### src/hw/rtl/hrp_pkg.sv
// Shared types and codes for the request header parser.
// No dependencies; used by hrp_core and http_request_header_parser.
package hrp_pkg;

   localparam logic [2:0] PH_METHOD  = 3'd0;
   localparam logic [2:0] PH_PATH    = 3'd1;
   localparam logic [2:0] PH_VERSION = 3'd2;
   localparam logic [2:0] PH_NAME    = 3'd3;
   localparam logic [2:0] PH_VALUE   = 3'd4;
   localparam logic [2:0] PH_BODY    = 3'd5;

   localparam logic [2:0] CL_METHOD  = 3'd0;
   localparam logic [2:0] CL_PATH    = 3'd1;
   localparam logic [2:0] CL_VERSION = 3'd2;
   localparam logic [2:0] CL_NAME    = 3'd3;
   localparam logic [2:0] CL_VALUE   = 3'd4;
   localparam logic [2:0] CL_BODY    = 3'd5;
   localparam logic [2:0] CL_DELIM   = 3'd6;

   // line-start tracking
   localparam logic [1:0] LS_MID      = 2'd0;
   localparam logic [1:0] LS_LINE_LF  = 2'd1;
   localparam logic [1:0] LS_HDR_HEAD = 2'd2;
   localparam logic [1:0] LS_TERM_LF  = 2'd3;

   localparam logic [1:0] ST_OK         = 2'd0;
   localparam logic [1:0] ST_INCOMPLETE = 2'd1;
   localparam logic [1:0] ST_ERROR      = 2'd2;

   localparam logic [7:0] CH_CR    = 8'h0D;
   localparam logic [7:0] CH_LF    = 8'h0A;
   localparam logic [7:0] CH_SP    = 8'h20;
   localparam logic [7:0] CH_TAB   = 8'h09;
   localparam logic [7:0] CH_COLON = 8'h3A;

   typedef struct packed {
      logic [7:0] data_byte;
      logic       lf_next;
      logic       done;
   } hrp_step_type;

   typedef struct packed {
      logic [7:0]  out_byte;
      logic        byte_valid;
      logic [2:0]  byte_class;
      logic [4:0]  header_index;
      logic        done_res;
      logic [1:0]  status;
      logic [5:0]  header_total;
      logic [15:0] body_length;
   } hrp_result_type;

endpackage

### src/hw/rtl/http_request_header_parser.sv
// Request header parser top level: byte hold stage, parser core, output buffer.
// Depends on hrp_pkg, hrp_core and hrp_skid.
//
// Labels a request byte stream, one byte per beat, one beat per cycle while no final byte waits
// and the output buffer has room. Each result trails its input by one byte, since a CR is judged
// from the byte after it; the first byte of a buffer yields no result on its own. The final byte
// (req_tlast) is kept apart and judged after the held byte by the same labelling unit, and no
// input is taken meanwhile. Parser state returns to reset after each final byte. Results leave
// through a two-entry buffer, so input keeps flowing while a result waits.
module http_request_header_parser import hrp_pkg::*; #(
   parameter int METHOD_LIMIT  = 16,
   parameter int TARGET_LIMIT  = 256,
   parameter int VERSION_LIMIT = 16,
   parameter int HEADER_LIMIT  = 32,
   parameter int NAME_LIMIT    = 64,
   parameter int VALUE_LIMIT   = 256
) (
   input  logic        clock,
   input  logic        reset,
   input  logic        req_tvalid,
   output logic        req_tready,
   input  logic [7:0]  req_tdata,   // [7:0] data_byte
   input  logic        req_tlast,   // last_byte
   output logic        rsp_tvalid,
   input  logic        rsp_tready,
   output logic [39:0] rsp_tdata,   // [7:0] out_byte, [12:8] header_index, [14:13] status,
                                    // [20:15] header_total, [36:21] body_length, [39:37] zero
   output logic [3:0]  rsp_tuser,   // [0] byte_valid, [3:1] byte_class
   output logic        rsp_tlast    // done_res
);

   localparam int BUF_W = 45;

   logic           held_valid_ff;
   logic [7:0]     held_byte_ff;
   logic           tail_valid_ff;
   logic [7:0]     tail_byte_ff;
   logic           acc;
   logic           skid_ready;
   logic           step_valid;
   hrp_step_type   step;
   hrp_result_type result;
   logic [BUF_W-1:0] buf_in;
   logic [BUF_W-1:0] buf_out;

   assign req_tready = !tail_valid_ff && skid_ready;
   assign acc        = req_tvalid && req_tready;
   assign step_valid = tail_valid_ff ? skid_ready : (acc && held_valid_ff);

   assign step.data_byte = tail_valid_ff ? tail_byte_ff : held_byte_ff;
   assign step.lf_next   = !tail_valid_ff && (req_tdata == CH_LF);
   assign step.done      = tail_valid_ff;

   always_ff @(posedge clock) begin
      if (reset) begin
         held_valid_ff <= 1'b0;
         tail_valid_ff <= 1'b0;
      end else begin
         if (tail_valid_ff && skid_ready) tail_valid_ff <= 1'b0;
         if (acc) begin
            held_valid_ff <= !req_tlast;
            if (req_tlast) tail_valid_ff <= 1'b1;
         end
      end
   end

   always_ff @(posedge clock) begin
      if (acc) begin
         if (req_tlast) tail_byte_ff <= req_tdata;
         else           held_byte_ff <= req_tdata;
      end
   end

   hrp_core #(
      .METHOD_LIMIT  (METHOD_LIMIT),
      .TARGET_LIMIT  (TARGET_LIMIT),
      .VERSION_LIMIT (VERSION_LIMIT),
      .HEADER_LIMIT  (HEADER_LIMIT),
      .NAME_LIMIT    (NAME_LIMIT),
      .VALUE_LIMIT   (VALUE_LIMIT)
   ) u_core (
      .clock      (clock),
      .reset      (reset),
      .step_valid (step_valid),
      .step       (step),
      .result     (result)
   );

   assign buf_in = {result.byte_class, result.byte_valid, result.done_res, 3'b000,
                    result.body_length, result.header_total, result.status,
                    result.header_index, result.out_byte};

   hrp_skid #(
      .WIDTH (BUF_W)
   ) u_skid (
      .clock     (clock),
      .reset     (reset),
      .in_valid  (step_valid),
      .in_ready  (skid_ready),
      .in_data   (buf_in),
      .out_valid (rsp_tvalid),
      .out_ready (rsp_tready),
      .out_data  (buf_out)
   );

   assign rsp_tdata = buf_out[39:0];
   assign rsp_tlast = buf_out[40];
   assign rsp_tuser = buf_out[44:41];

`ifndef SYNTHESIS
   a_last_goes_to_tail: assert property (@(posedge clock) disable iff (reset)
      acc && req_tlast |=> tail_valid_ff && !held_valid_ff)
      else $error("final beat not queued for judging");

   a_step_has_room: assert property (@(posedge clock) disable iff (reset)
      step_valid |-> skid_ready)
      else $error("result produced while output buffer full");

   a_held_judged: assert property (@(posedge clock) disable iff (reset)
      acc && held_valid_ff |-> step_valid && !step.done)
      else $error("held byte not judged on accepted beat");

   a_rsp_byte_valid: assert property (@(posedge clock) disable iff (reset)
      rsp_tvalid |-> rsp_tuser[0])
      else $error("result beat without byte_valid");
`endif

endmodule

### src/hw/rtl/hrp_core.sv
// Parser state and the per-byte labelling logic.
// Depends on hrp_pkg.
module hrp_core import hrp_pkg::*; #(
   parameter int METHOD_LIMIT  = 16,
   parameter int TARGET_LIMIT  = 256,
   parameter int VERSION_LIMIT = 16,
   parameter int HEADER_LIMIT  = 32,
   parameter int NAME_LIMIT    = 64,
   parameter int VALUE_LIMIT   = 256
) (
   input  logic           clock,
   input  logic           reset,
   input  logic           step_valid,
   input  hrp_step_type   step,
   output hrp_result_type result
);

   localparam int MAX_A = (METHOD_LIMIT > TARGET_LIMIT) ? METHOD_LIMIT : TARGET_LIMIT;
   localparam int MAX_B = (VERSION_LIMIT > NAME_LIMIT) ? VERSION_LIMIT : NAME_LIMIT;
   localparam int MAX_C = (MAX_A > MAX_B) ? MAX_A : MAX_B;
   localparam int FIELD_MAX = (MAX_C > VALUE_LIMIT) ? MAX_C : VALUE_LIMIT;
   localparam int FIELD_W = $clog2(FIELD_MAX + 1);
   localparam int CNT_W = $clog2(HEADER_LIMIT + 1);

   logic [2:0]         phase_ff, phase_in;
   logic [FIELD_W-1:0] field_ff, field_in;
   logic [CNT_W-1:0]   hdr_ff, hdr_in;
   logic               lead_ff, lead_in;
   logic               err_ff, err_in;
   logic               term_ff, term_in;
   logic [1:0]         ls_ff, ls_in;
   logic [15:0]        body_ff, body_in;

   logic [7:0] b;
   logic       crlf;
   logic       idx_en;
   logic       go;
   logic [2:0] cls;
   logic [8:0] hdr_ext;
   logic [8:0] hdr_total_ext;

   assign b    = step.data_byte;
   assign crlf = (b == CH_CR) && step.lf_next;

   always_comb begin
      phase_in = phase_ff;
      field_in = field_ff;
      hdr_in   = hdr_ff;
      lead_in  = lead_ff;
      err_in   = err_ff;
      term_in  = term_ff;
      ls_in    = ls_ff;
      body_in  = body_ff;
      idx_en   = 1'b0;
      go       = 1'b0;
      cls      = CL_DELIM;
      if (phase_ff == PH_BODY) begin
         if (body_ff != 16'hFFFF) body_in = body_ff + 16'd1;
         cls = CL_BODY;
      end else if (ls_ff == LS_LINE_LF) begin
         idx_en = (phase_ff == PH_NAME) || (phase_ff == PH_VALUE);
         if (phase_ff == PH_VERSION) begin
            if (field_ff == '0 || field_ff >= FIELD_W'(VERSION_LIMIT)) err_in = 1'b1;
         end else if (phase_ff == PH_VALUE) begin
            if (field_ff >= FIELD_W'(VALUE_LIMIT)) err_in = 1'b1;
            if (hdr_ff < CNT_W'(HEADER_LIMIT)) hdr_in = hdr_ff + CNT_W'(1);
         end else begin
            err_in = 1'b1;
         end
         phase_in = PH_NAME;
         field_in = '0;
         lead_in  = 1'b0;
         ls_in    = LS_HDR_HEAD;
      end else if (ls_ff == LS_TERM_LF) begin
         phase_in = PH_BODY;
         ls_in    = LS_MID;
      end else begin
         go = 1'b1;
         if (ls_ff == LS_HDR_HEAD) begin
            if (crlf) begin
               ls_in   = LS_TERM_LF;
               term_in = 1'b1;
               go      = 1'b0;
            end else begin
               ls_in = LS_MID;
               if (hdr_ff >= CNT_W'(HEADER_LIMIT)) err_in = 1'b1;
            end
         end
         if (go) begin
            idx_en = (phase_ff == PH_NAME) || (phase_ff == PH_VALUE);
            if (crlf) begin
               ls_in = LS_LINE_LF;
            end else begin
               case (phase_ff)
                  PH_METHOD: begin
                     if (b == CH_SP) begin
                        if (field_ff >= FIELD_W'(METHOD_LIMIT)) err_in = 1'b1;
                        phase_in = PH_PATH;
                        field_in = '0;
                     end else begin
                        cls = CL_METHOD;
                     end
                  end
                  PH_PATH: begin
                     if (b == CH_SP) begin
                        if (field_ff >= FIELD_W'(TARGET_LIMIT)) err_in = 1'b1;
                        phase_in = PH_VERSION;
                        field_in = '0;
                     end else begin
                        cls = CL_PATH;
                     end
                  end
                  PH_VERSION: begin
                     cls = CL_VERSION;
                  end
                  PH_NAME: begin
                     if (b == CH_COLON) begin
                        if (field_ff == '0 || field_ff >= FIELD_W'(NAME_LIMIT)) err_in = 1'b1;
                        phase_in = PH_VALUE;
                        field_in = '0;
                        lead_in  = 1'b1;
                     end else begin
                        cls = CL_NAME;
                     end
                  end
                  default: begin
                     if (!(lead_ff && (b == CH_SP || b == CH_TAB))) begin
                        lead_in = 1'b0;
                        cls     = CL_VALUE;
                     end
                  end
               endcase
               if (cls != CL_DELIM && field_ff != FIELD_W'(FIELD_MAX))
                  field_in = field_ff + FIELD_W'(1);
            end
         end
      end
   end

   assign hdr_ext       = 9'(hdr_ff);
   assign hdr_total_ext = 9'(hdr_in);

   always_comb begin
      result            = '0;
      result.out_byte   = b;
      if (cls == CL_NAME && b inside {[8'h41:8'h5A]}) result.out_byte = b + 8'd32;
      result.byte_valid = 1'b1;
      result.byte_class = cls;
      if (idx_en) result.header_index = (hdr_ext > 9'd31) ? 5'd31 : hdr_ext[4:0];
      result.done_res = step.done;
      if (step.done) begin
         result.status       = !term_in ? ST_INCOMPLETE : (err_in ? ST_ERROR : ST_OK);
         result.header_total = (hdr_total_ext > 9'd63) ? 6'd63 : hdr_total_ext[5:0];
         result.body_length  = body_in;
      end
   end

   always_ff @(posedge clock) begin
      if (reset || (step_valid && step.done)) begin
         phase_ff <= PH_METHOD;
         field_ff <= '0;
         hdr_ff   <= '0;
         lead_ff  <= 1'b0;
         err_ff   <= 1'b0;
         term_ff  <= 1'b0;
         ls_ff    <= LS_MID;
         body_ff  <= '0;
      end else if (step_valid) begin
         phase_ff <= phase_in;
         field_ff <= field_in;
         hdr_ff   <= hdr_in;
         lead_ff  <= lead_in;
         err_ff   <= err_in;
         term_ff  <= term_in;
         ls_ff    <= ls_in;
         body_ff  <= body_in;
      end
   end

endmodule

### src/hw/rtl/hrp_skid.sv
// Two-entry output buffer; registered valid, data and ready.
// No dependencies.
module hrp_skid #(
   parameter int WIDTH = 45
) (
   input  logic             clock,
   input  logic             reset,
   input  logic             in_valid,
   output logic             in_ready,
   input  logic [WIDTH-1:0] in_data,
   output logic             out_valid,
   input  logic             out_ready,
   output logic [WIDTH-1:0] out_data
);

   logic [1:0]       count_ff;
   logic [WIDTH-1:0] head_ff;
   logic [WIDTH-1:0] spare_ff;
   logic             push;
   logic             pop;

   assign in_ready  = (count_ff != 2'd2);
   assign out_valid = (count_ff != 2'd0);
   assign out_data  = head_ff;
   assign push      = in_valid && in_ready;
   assign pop       = out_valid && out_ready;

   always_ff @(posedge clock) begin
      if (reset) begin
         count_ff <= 2'd0;
      end else begin
         count_ff <= count_ff + 2'(push) - 2'(pop);
      end
   end

   always_ff @(posedge clock) begin
      if (pop && count_ff == 2'd2) begin
         head_ff <= spare_ff;
      end else if (push && (count_ff == 2'd0 || pop)) begin
         head_ff <= in_data;
      end
      if (push && !pop && count_ff == 2'd1) spare_ff <= in_data;
   end

endmodule

### config.mk
export PLATFORM = sky130hd
export DESIGN_NAME = http_request_header_parser
export DESIGN_NICKNAME = d
export VERILOG_FILES = /design/src/hw/rtl/hrp_pkg.sv /design/src/hw/rtl/http_request_header_parser.sv /design/src/hw/rtl/hrp_core.sv /design/src/hw/rtl/hrp_skid.sv
export SDC_FILE = /design/constraint.sdc
export NUM_CORES = 1
export LEC_CHECK = 0
export BUFFER_PORTS_ARGS = -buffer_cell sky130_fd_sc_hd__buf_2
export CAP_MARGIN = 10
export CORE_UTILIZATION = 50
export CTS_BUF_LIST = sky130_fd_sc_hd__clkbuf_8
export DETAILED_ROUTE_END_ITERATION = 8
export GPL_TIMING_DRIVEN = 0
export PLACE_DENSITY_LB_ADDON = 0.12
export SLEW_MARGIN = 5
export SYNTH_ARGS = -nofsm -noshare
export SYNTH_HDL_FRONTEND = slang
export SYNTH_HIERARCHICAL = 1
export SYNTH_SLANG_ARGS = --single-unit
### constraint.sdc
create_clock -name clock -period 6.4 [get_ports clock]
set_input_delay 0.32 -clock clock [delete_from_list [all_inputs] [get_ports clock]]
set_output_delay 0.32 -clock clock [all_outputs]
set_load 0.05 [all_outputs]
After elaboration in Yosys (flattened, before gate mapping)
Cells that the tools add are included.
{ "word_totals": {"ff_bits": 141, "input_bits": 13, "output_inout_bits": 47, "wordCells": 204} }
{ "classes": {"n_addsub": 6, "magnitude_cmp": 9, "eq_ne": 31, "mux": 98, "n_bitwise": 2, "reduce_logical": 43} }
{ "op_table": {"columns": ["cell", "n"], "rows": [
  ["45-bit two-way mux", 2],
  ["9-bit two-way mux", 7],
  ["3-bit two-way mux", 20],
  ["1-bit two-way mux", 42],
  ["6-bit two-way mux", 6],
  ["16-bit two-way mux", 2],
  ["8-bit by 4-bit == test with 1-bit output (second input constant)", 3],
  ["24-bit two-way mux", 1],
  ["8-bit AND reduction", 3],
  ["2-bit two-way mux", 9],
  ["9-bit case mux with 2 select lines", 1],
  ["1-bit logical AND", 17],
  ["16-bit by 1-bit adder with 16-bit output (second input constant)", 1],
  ["8-bit by 6-bit == test with 1-bit output (second input constant)", 2],
  ["8-bit two-way mux", 2],
  ["16-bit != test (second input constant)", 1],
  ["4-bit by 1-bit != test with 1-bit output (second input constant)", 3],
  ["3-bit case mux with 4 select lines", 1],
  ["5-bit two-way mux", 2],
  ["9-bit by 1-bit adder with 9-bit output (second input constant)", 1],
  ["3-bit by 2-bit == test with 1-bit output (second input constant)", 3],
  ["9-bit by 5-bit >= comparator with 1-bit output (second input constant)", 1],
  ["9-bit by 7-bit >= comparator with 1-bit output (second input constant)", 1],
  ["9-bit >= comparator (second input constant)", 1],
  ["38 further kinds", 57]
]} }

Logic depth before layout (Yosys ltp)
Gate-level depths: netlist (run 1).
{ "depth": {"word_depth": 22, "ltp_mapped": 10, "depth_no_buf": 9} }

Hierarchy
Netlist (run 1), hierarchy kept.
{ "by_module_without_submodules": {"columns": ["module", "instances", "cells_per_inst", "area_per_inst_um2", "seq_area_each_um2"], "rows": [
  ["hrp_skid", 1, 162, 3584.7, 2742.6],
  ["hrp_core", 1, 392, 2932.8, 780.7],
  ["http_request_header_parser", 1, 41, 720.7, 520.5]
]} }

Worst setup path after synthesis (run 1)
No wires, ideal clock.
{ "synth_timing": {"kind": "register to register", "start": "register tail_valid_ff", "end": "register u_skid.head_ff[0] (netlist: u_skid/out_data[0]), enable pin", "setup_ns": 0.510, "arrival_ns": 4.368, "path_slack_ns": 1.523, "path_stages_with_launch": 6, "n_path_buf": 1, "synth_period_minus_slack_ns": 4.877, "path_cell_list": "dfxtp_1 > buf_4 > a21oi_1 > nor2b_1 > o21bai_1 > o21ai_0"} }
{ "synth_via": {"elab_chain_cells": 8} }
{ "synth_rtl": {"columns": ["item", "line_no", "source"], "rows": [
  ["start: declaration", "http_request_header_parser.sv:36", "logic tail_valid_ff;"],
  ["start signal: assignment", "http_request_header_parser.sv:57", "tail_valid_ff <= 1'b0;"],
  ["start signal: assignment", "http_request_header_parser.sv:59", "if (tail_valid_ff && skid_ready) tail_valid_ff <= 1'b0;"],
  ["start signal: assignment", "http_request_header_parser.sv:62", "if (req_tlast) tail_valid_ff <= 1'b1;"],
  ["1-bit zero test", "http_request_header_parser.sv:46", "assign req_tready = !tail_valid_ff && skid_ready;"],
  ["1-bit logical AND", "http_request_header_parser.sv:46", null],
  ["1-bit logical AND", "http_request_header_parser.sv:47", "assign acc = req_tvalid && req_tready;"],
  ["1-bit logical AND", "http_request_header_parser.sv:48", "assign step_valid = tail_valid_ff ? skid_ready : (acc && held_valid_ff);"],
  ["1-bit two-way mux (*)", "http_request_header_parser.sv:48", null],
  ["named net step_valid", "http_request_header_parser.sv:40", "logic step_valid;"],
  ["1-bit logical AND (*)", "hrp_skid.sv:25", "assign push = in_valid && in_ready;"],
  ["1-bit logical AND (*)", "hrp_skid.sv:39", "end else if (push && (count_ff == 2'd0 || pop)) begin"],
  ["2-bit nonzero test (no line) (*)", null, null],
  ["end signal: assignment", "hrp_skid.sv:38", "head_ff <= spare_ff;"],
  ["end signal: assignment", "hrp_skid.sv:40", "head_ff <= in_data;"],
  ["end: declaration", "hrp_skid.sv:17", "logic [WIDTH-1:0] head_ff;"]
]} }
The timed path passes the listed nets; every way through them passes the cells marked *.
A chain may end at the register's enable or synchronous reset.

==> results.json, run 1 <==
{
  "status": "finished, final reports clean",
  "ys_seq_area_share_pct": 55.87,
  "critPathKind": "flip-flop to flip-flop",
  "yosysUniqueCellTypes": 70,
  "core-area_um2": 13990,
  "grt_pass1_wl_um": 23130,
  "fp.dieW_um": 122.3,
  "finClkSkew_ns": 0.007871,
  "hold_viol": 0,
  "die_h_um": 122.3,
  "overflow": 0,
  "synth_area_leaders": "edfxtp_1, dfxtp_1, mux2_4",
  "synth_top_area_share_pct": 43.98,
  "post_cts_buffers": 0,
  "drt_wl_total_um": 13850,
  "cp.required_ns": 6.59,
  "clockBufferDepth": 2,
  "placedInstanceArea_um2": 7848,
  "synth_cells": 595,
  "route.top_layer_used": "met4",
  "relSlewSlack_pct": 42.86,
  "antenna_found_initial": 0,
  "cp-end-kind": "flip-flop",
  "synthAdderAreaFrac_pct": 1.383,
  "register_area_um2": 4044,
  "dieArea_um2": 14960,
  "final_cells": 876,
  "slew_violations": 0,
  "ios": 60,
  "cts_hold_buffers": 0,
  "yosys_register_bits": 149,
  "synth-edff-count": 106,
  "cellLeakagePower_nw": 3.009,
  "synth_top_family_by_area": "simple AND/OR/NAND/NOR gates",
  "drc": 0,
  "worst_slew_pin_slew_ns": 0.8554,
  "cts_resized": 0,
  "ys.flop_type": "edfxtp_1",
  "place.gp.congestion": 0.8731,
  "synthXorXnorAreaFrac_pct": 3.267,
  "num_antenna_cells": 0,
  "grtUsageTotal_pct": 20.02,
  "rows": 43,
  "yosysTopAreaCell": "edfxtp_1",
  "cts_tree": "done",
  "worst_slack_ns": 2.495,
  "cp.arrival_ns": 4.09,
  "synth_compound_area_share_pct": 8.194,
  "area_growth_pct": 13.95,
  "nets": 705,
  "yosysWarningCount": 6,
  "grt_pass1_vias": 4652,
  "place_ws_ns": 2.473,
  "clock_sinks": 149,
  "firstDrtPassIters": 5,
  "whs_ns": 0.08293,
  "place_inst": 844,
  "async_reset_ff_share_pct": 0,
  "fillCellCount": 1211,
  "wl_met3_um": 543,
  "netlist_area_um2": 7238,
  "wl_met2_um": 6326,
  "drt_first_iter_violations": 412,
  "drive_above_1_share_pct": 25.72,
  "min_path_type": "input pin to flip-flop",
  "fmax_mhz": 256.1,
  "hpwl_um": 9957,
  "timing.final.crit_period_ns": 3.905,
  "grt_max_degree": 30,
  "power_per_cell_area_nw_per_um2": 328.7,
  "crit_start": "tail_valid_ff$_SDFF_PP0_",
  "worstHoldStart": "req_tdata[3]",
  "htree_levels": 4,
  "initial_core_util_pct": 51.74,
  "post_drt_wl_per_cell_um": 15.81,
  "via_count": 4853,
  "numCtsBuffers": 17,
  "synthMuxAreaShare_pct": 11.31,
  "drv_cap": 0,
  "ant_nets": 0,
  "setup_viol": 0,
  "io_buffer_count": 59,
  "critPathLaunchType": "flip-flop",
  "rsz0062_at_grt": "false",
  "multiInputGateArea_um2": 3002,
  "path_clk_slew_ns": 0.08,
  "drt-vias-per-instance": 5.540,
  "cts-root-buf": "clkbuf_8",
  "insertion_delay_ns": 0.44,
  "synth.avg_cell_area_um2": 12.17,
  "ir_worst_vdd_mv": 0.1299,
  "fin_crit_sh_pct": 61.02,
  "synth-simple-area-share_pct": 16.73,
  "wl_met1_um": 6726,
  "r2r_start": "tail_valid_ff$_SDFF_PP0_",
  "fin_area_um2": 8248,
  "critical_path.max_fanout": 10
}
-- cells by family after synthesis --
logic type | after synthesis
AND/OR/NAND/NOR | 221
flip-flops | 149
AO/OA/AOI/OAI | 84
multiplexers | 60
buffers and inverters | 44
XOR/XNOR | 27
adder cells (fa/ha/maj) | 8
other | 2
-- cells in the final DEF (no fill, tap or decap), types with 16 or more instances in the layout --
master	netlist	routed
edfxtp_1	106	106
a21oi_1	19	19
nand3_1	20	20
dfxtp_1	43	43
clkbuf_8	0	17
buf_2	1	61
xor2_1	16	16
nor2_1	65	65
nand2_1	36	36
mux2_4	40	40
-- metrics by stage --
step	power (mW)	TNS, ns	util, %
6_report	2.711	0	58.96
5_1_grt	2.823	0	58.96
4_1_cts	2.738	0	58.93
3_5_place_dp	2.011	0	56.10
3_3_place_gp	1.996	-14.90	55.60
2_1_floorplan	1.847	0	-
-- Yosys cell counts, drive strengths merged, types with 7 or more instances --
cell type  instances
edfxtp           106
nor2              65
mux2              54
dfxtp             43
nand2             36
nand3             21
a21oi             20
xor2              16
clkbuf            15
inv               15
buf               14
o21ai             11
xnor2             11
nand4             10
nor3              10
and2               9
and3               9
nor4               9
a211oi             8
ha                 8
or4                8
nor2b              7
-- final timing paths --
| path | cells after the start | endpoint | slack [ns] |
|---|---|---|---|
| min reg2reg | 2 | u_core/err_ff$_SDFFE_PP0P_ | 0.46 |
| max reg2reg | 9 | u_skid/out_data[6]$_DFFE_PP_ | 2.49 |
| max | 9 | u_skid/out_data[6]$_DFFE_PP_ | 2.49 |
| min | 1 | tail_byte_ff[3]$_DFFE_PP_ | 0.08 |
-- power breakdown --
group | switching, mW | internal (mW)
Sequential | 0.0381 | 1.19
Clock | 0.348 | 0.380
Combinational | 0.558 | 0.193
Total | 0.944 | 1.77
-- critical path, stage by stage (launching register included) --
cell and delay (ns):
dfxtp_1 0.58, buf_4 0.27, mux2_2 0.40, or4_4 0.59, nor4b_2 0.51, nor2_1 0.12, a21boi_0 0.18, nor4_2 0.33
mux2_2 0.41, mux2_4 0.26
-- routing by layer --
layer	GRT usage, %	vias up
met2	30.97	115
met5	0	-
li1	-	2386
met1	27.76	2333
met3	3.764	19
met4	7.927	0
-- flip-flops by register name (all words and copies together), names as in the netlist --
register         cells
u_core/ls_ff         2
u_skid/spare_ff     45
u_core/body_ff      16
held_valid_ff        1
u_core/lead_ff       1
u_skid/out_data     45
u_core/field_ff      9
held_byte_ff         8
u_core/phase_ff      3
tail_valid_ff        1
u_core/term_ff       1
tail_byte_ff         8
u_core/hdr_ff        6
u_skid/count_ff      2
u_core/err_ff        1
-- layout make-up --
class	instances	share of cell area, %
Clock buffer	17	2.837
Clock inverter	14	1.957
Timing Repair Buffer	65	4.293
Tap cell	180	2.731
Inverter	15	0.6826
Buffer	29	2.078
Sequential cell	149	49.03
Multi-Input combinational cell	407	36.39
Note: power is estimated with default switching activity, not from simulation.
==> run 2, diff against run 1 <==
Settings changed: ABC_AREA set to 1.
Clock period 6.4 ns to 3.15 ns, I/O delays scaled along.
==> run 2 against run 1 <==
  * Area after synthesis increased by 1.5%
  * Synthesized cell count is 34% higher
  * Cell count increased by 24%
  * Non-clock buffer count rose by 6
  * Via count increased by 11%
  * Worst setup slack got worse by 2.2 ns
  * Critical endpoint is now u_core/body_ff[7]$_SDFFE_PP0P_
  * Global-route usage increased by 1.7 points
  * Die area grew 1.5%
  * Worst hold slack worse by 0.0040 ns
  * Clock power up 99%
==> results.json, run 2 <==
{
  "status": "finished, final reports clean",
  "drt_first_iter_violations": 366,
  "drt_wl_total_um": 15010,
  "fin_crit_sh_pct": 89.91,
  "cp-end-kind": "flip-flop",
  "yosysWarningCount": 6,
  "final_common_cell": "nand2_1",
  "min_path_type": "input pin to flip-flop",
  "via_count": 5402,
  "synth-simple-area-share_pct": 18.14,
  "place_inst": 1044,
  "num_antenna_cells": 0,
  "cts-root-buf": "clkbuf_8",
  "worst_slew_pin_slew_ns": 0.6727,
  "drive_above_1_share_pct": 20.75,
  "htree_levels": 4,
  "grt_pass1_vias": 5388,
  "synthXorXnorAreaFrac_pct": 2.623,
  "rows": 43,
  "yosysTopAreaCell": "edfxtp_1",
  "path_clk_slew_ns": 0.08,
  "clock_sinks": 149,
  "slew_violations": 0,
  "ios": 60,
  "core-area_um2": 14100,
  "ant_nets": 0,
  "die_h_um": 123.2,
  "grt_max_degree": 42,
  "numCtsBuffers": 17,
  "cp.arrival_ns": 3.21,
  "hold_viol": 0,
  "clockBufferDepth": 2,
  "ir_worst_vdd_mv": 0.3387,
  "overflow": 0,
  "synth_top_family_by_area": "simple AND/OR/NAND/NOR gates",
  "fp.dieW_um": 123.2,
  "cts_tree": "done",
  "synth-edff-count": 106,
  "relSlewSlack_pct": 54.99,
  "final_cells": 1086,
  "synth_compound_area_share_pct": 12.89,
  "critPathKind": "flip-flop to flip-flop",
  "fmax_mhz": 353.1,
  "whs_ns": 0.07895,
  "area_growth_pct": 14.60,
  "finClkSkew_ns": 0.008729,
  "critical_path.max_fanout": 10,
  "ys_seq_area_share_pct": 55.05,
  "dieArea_um2": 15180,
  "cellLeakagePower_nw": 3.495,
  "async_reset_ff_share_pct": 0,
  "hpwl_um": 10890,
  "drv_cap": 0,
  "synthAdderAreaFrac_pct": 1.363,
  "timing.final.crit_period_ns": 2.832,
  "place.gp.congestion": 0.8712,
  "nets": 914,
  "power_per_cell_area_nw_per_um2": 720.3,
  "initial_core_util_pct": 52.11,
  "synth_cells": 798,
  "yosysUniqueCellTypes": 39,
  "synthMuxAreaShare_pct": 0,
  "synth_top_area_share_pct": 43.33,
  "post_drt_wl_per_cell_um": 13.82,
  "critPathLaunchType": "flip-flop",
  "insertion_delay_ns": 0.45,
  "netlist_area_um2": 7346,
  "final_cell_mix": "nand2_1, inv_1, edfxtp_1",
  "setup_viol": 0,
  "synth_commonest_cells": "nand2_1, inv_1, edfxtp_1",
  "grtUsageTotal_pct": 21.68,
  "io_buffer_count": 59,
  "firstDrtPassIters": 7,
  "synth.avg_cell_area_um2": 9.205,
  "synth_area_leaders": "edfxtp_1, dfxtp_1, nand2_1",
  "drt-vias-per-instance": 4.974,
  "antenna_found_initial": 0,
  "post_cts_buffers": 0,
  "rsz0062_at_grt": "false",
  "yosys_register_bits": 149,
  "cp.required_ns": 3.53,
  "grt_pass1_wl_um": 25080,
  "ys.flop_type": "edfxtp_1",
  "drc": 0,
  "synth_most_common_cell": "nand2_1"
}
[run 2: changes by cell type after synthesis, sizes merged, moves of 9 or more]
cell   previous run  this run
mux2             54         0
and3              9         0
and2              9         0
o21ai            11        83
nand2            36       179
a21oi            20        45
nand3            21        31
inv              15       132
nor2             65        84
[run 2: critical path: stages, from the launching register on]
cell	delay (ns)
dfxtp_1	0.45
nand2_1	0.22
nand3_1	0.18
o22ai_1	0.17
clkbuf_1	0.26
nand2_1	0.11
inv_1	0.04
nor2_1	0.16
clkbuf_1	0.38
clkbuf_1	0.47
o21ai_0	0.16
a21oi_1	0.15
[run 2: per-layer routing]
layer | wire length, um | GRT usage (%) | up-vias
met5 | 0 | 0 | -
met4 | 159 | 7.681 | 0
met3 | 456 | 4.613 | 14
met2 | 7231 | 35.82 | 93
met1 | 7165 | 28.07 | 2528
li1 | - | - | 2767
[run 2: metrics by stage]
| step | power, mW | area (um2) | util (%) | TNS, ns | worst slack [ns] |
|---|---|---|---|---|---|
| final | 6.064 | 8418 | 59.72 | 0 | 0.3180 |
| after global routing | 6.394 | 8418 | 59.72 | 0 | 0.01753 |
| after CTS | 6.124 | 8417 | 59.71 | 0 | 0.3084 |
| after detailed placement | 4.662 | 7936 | 56.30 | 0 | 0.3162 |
| after global placement | 4.581 | 7889 | 55.96 | -18.69 | -0.4221 |
| after floorplan | 4.179 | 7368 | - | 0 | 0.4559 |
[run 2: path summary, 6_finish.rpt]
| check | from | to | slack, ns | depth (start not counted) |
|---|---|---|---|---|
| min reg2reg | u_core/term_ff$_SDFFE_PP0P_ | u_core/term_ff$_SDFFE_PP0P_ | 0.47 | 2 |
| max reg2reg | u_skid/count_ff[1]$_SDFF_PP0_ | u_core/body_ff[7]$_SDFFE_PP0P_ | 0.32 | 11 |
| min | req_tvalid | held_valid_ff$_SDFFE_PP0N_ | 0.08 | 4 |
| max | u_skid/count_ff[1]$_SDFF_PP0_ | u_core/body_ff[7]$_SDFFE_PP0P_ | 0.32 | 11 |
[run 2: report_power, final]
group | internal [mW] | switching [mW]
clock | 0.757 | 0.690
combinational | 0.496 | 1.48
sequential | 2.49 | 0.144
total | 3.75 | 2.32
[run 2: kinds of logic (layout without fill, tap and decap cells)]
group,Yosys count,after routing
adder cells (fa/ha/maj),8,8
XOR/XNOR,22,22
flip-flops,149,149
AO/OA/AOI/OAI,144,144
AND/OR/NAND/NOR,310,310
buffers and inverters,163,266
other,2,7
[run 2: timing repair]
action / 4_1_cts / 5_1_grt
endpoints found under the hold margin: 18 / 0
resized for setup: 0 / 1
setup endpoints to repair: 0 / 1
hold buffers: 10 / 0
[run 2: layout make-up]
| cell class | count | area, um2 |
|---|---|---|
| buffer | 29 | 219.0 |
| fill | 1230 | 5678 |
| inverter | 134 | 503.0 |
| tap | 180 | 225.2 |
| clock buffer | 17 | 234.0 |
| clock inverter | 15 | 146.4 |
| multi-input combinational | 491 | 2610 |
| sequential | 149 | 4045 |
| timing repair buffer | 71 | 435.4 |
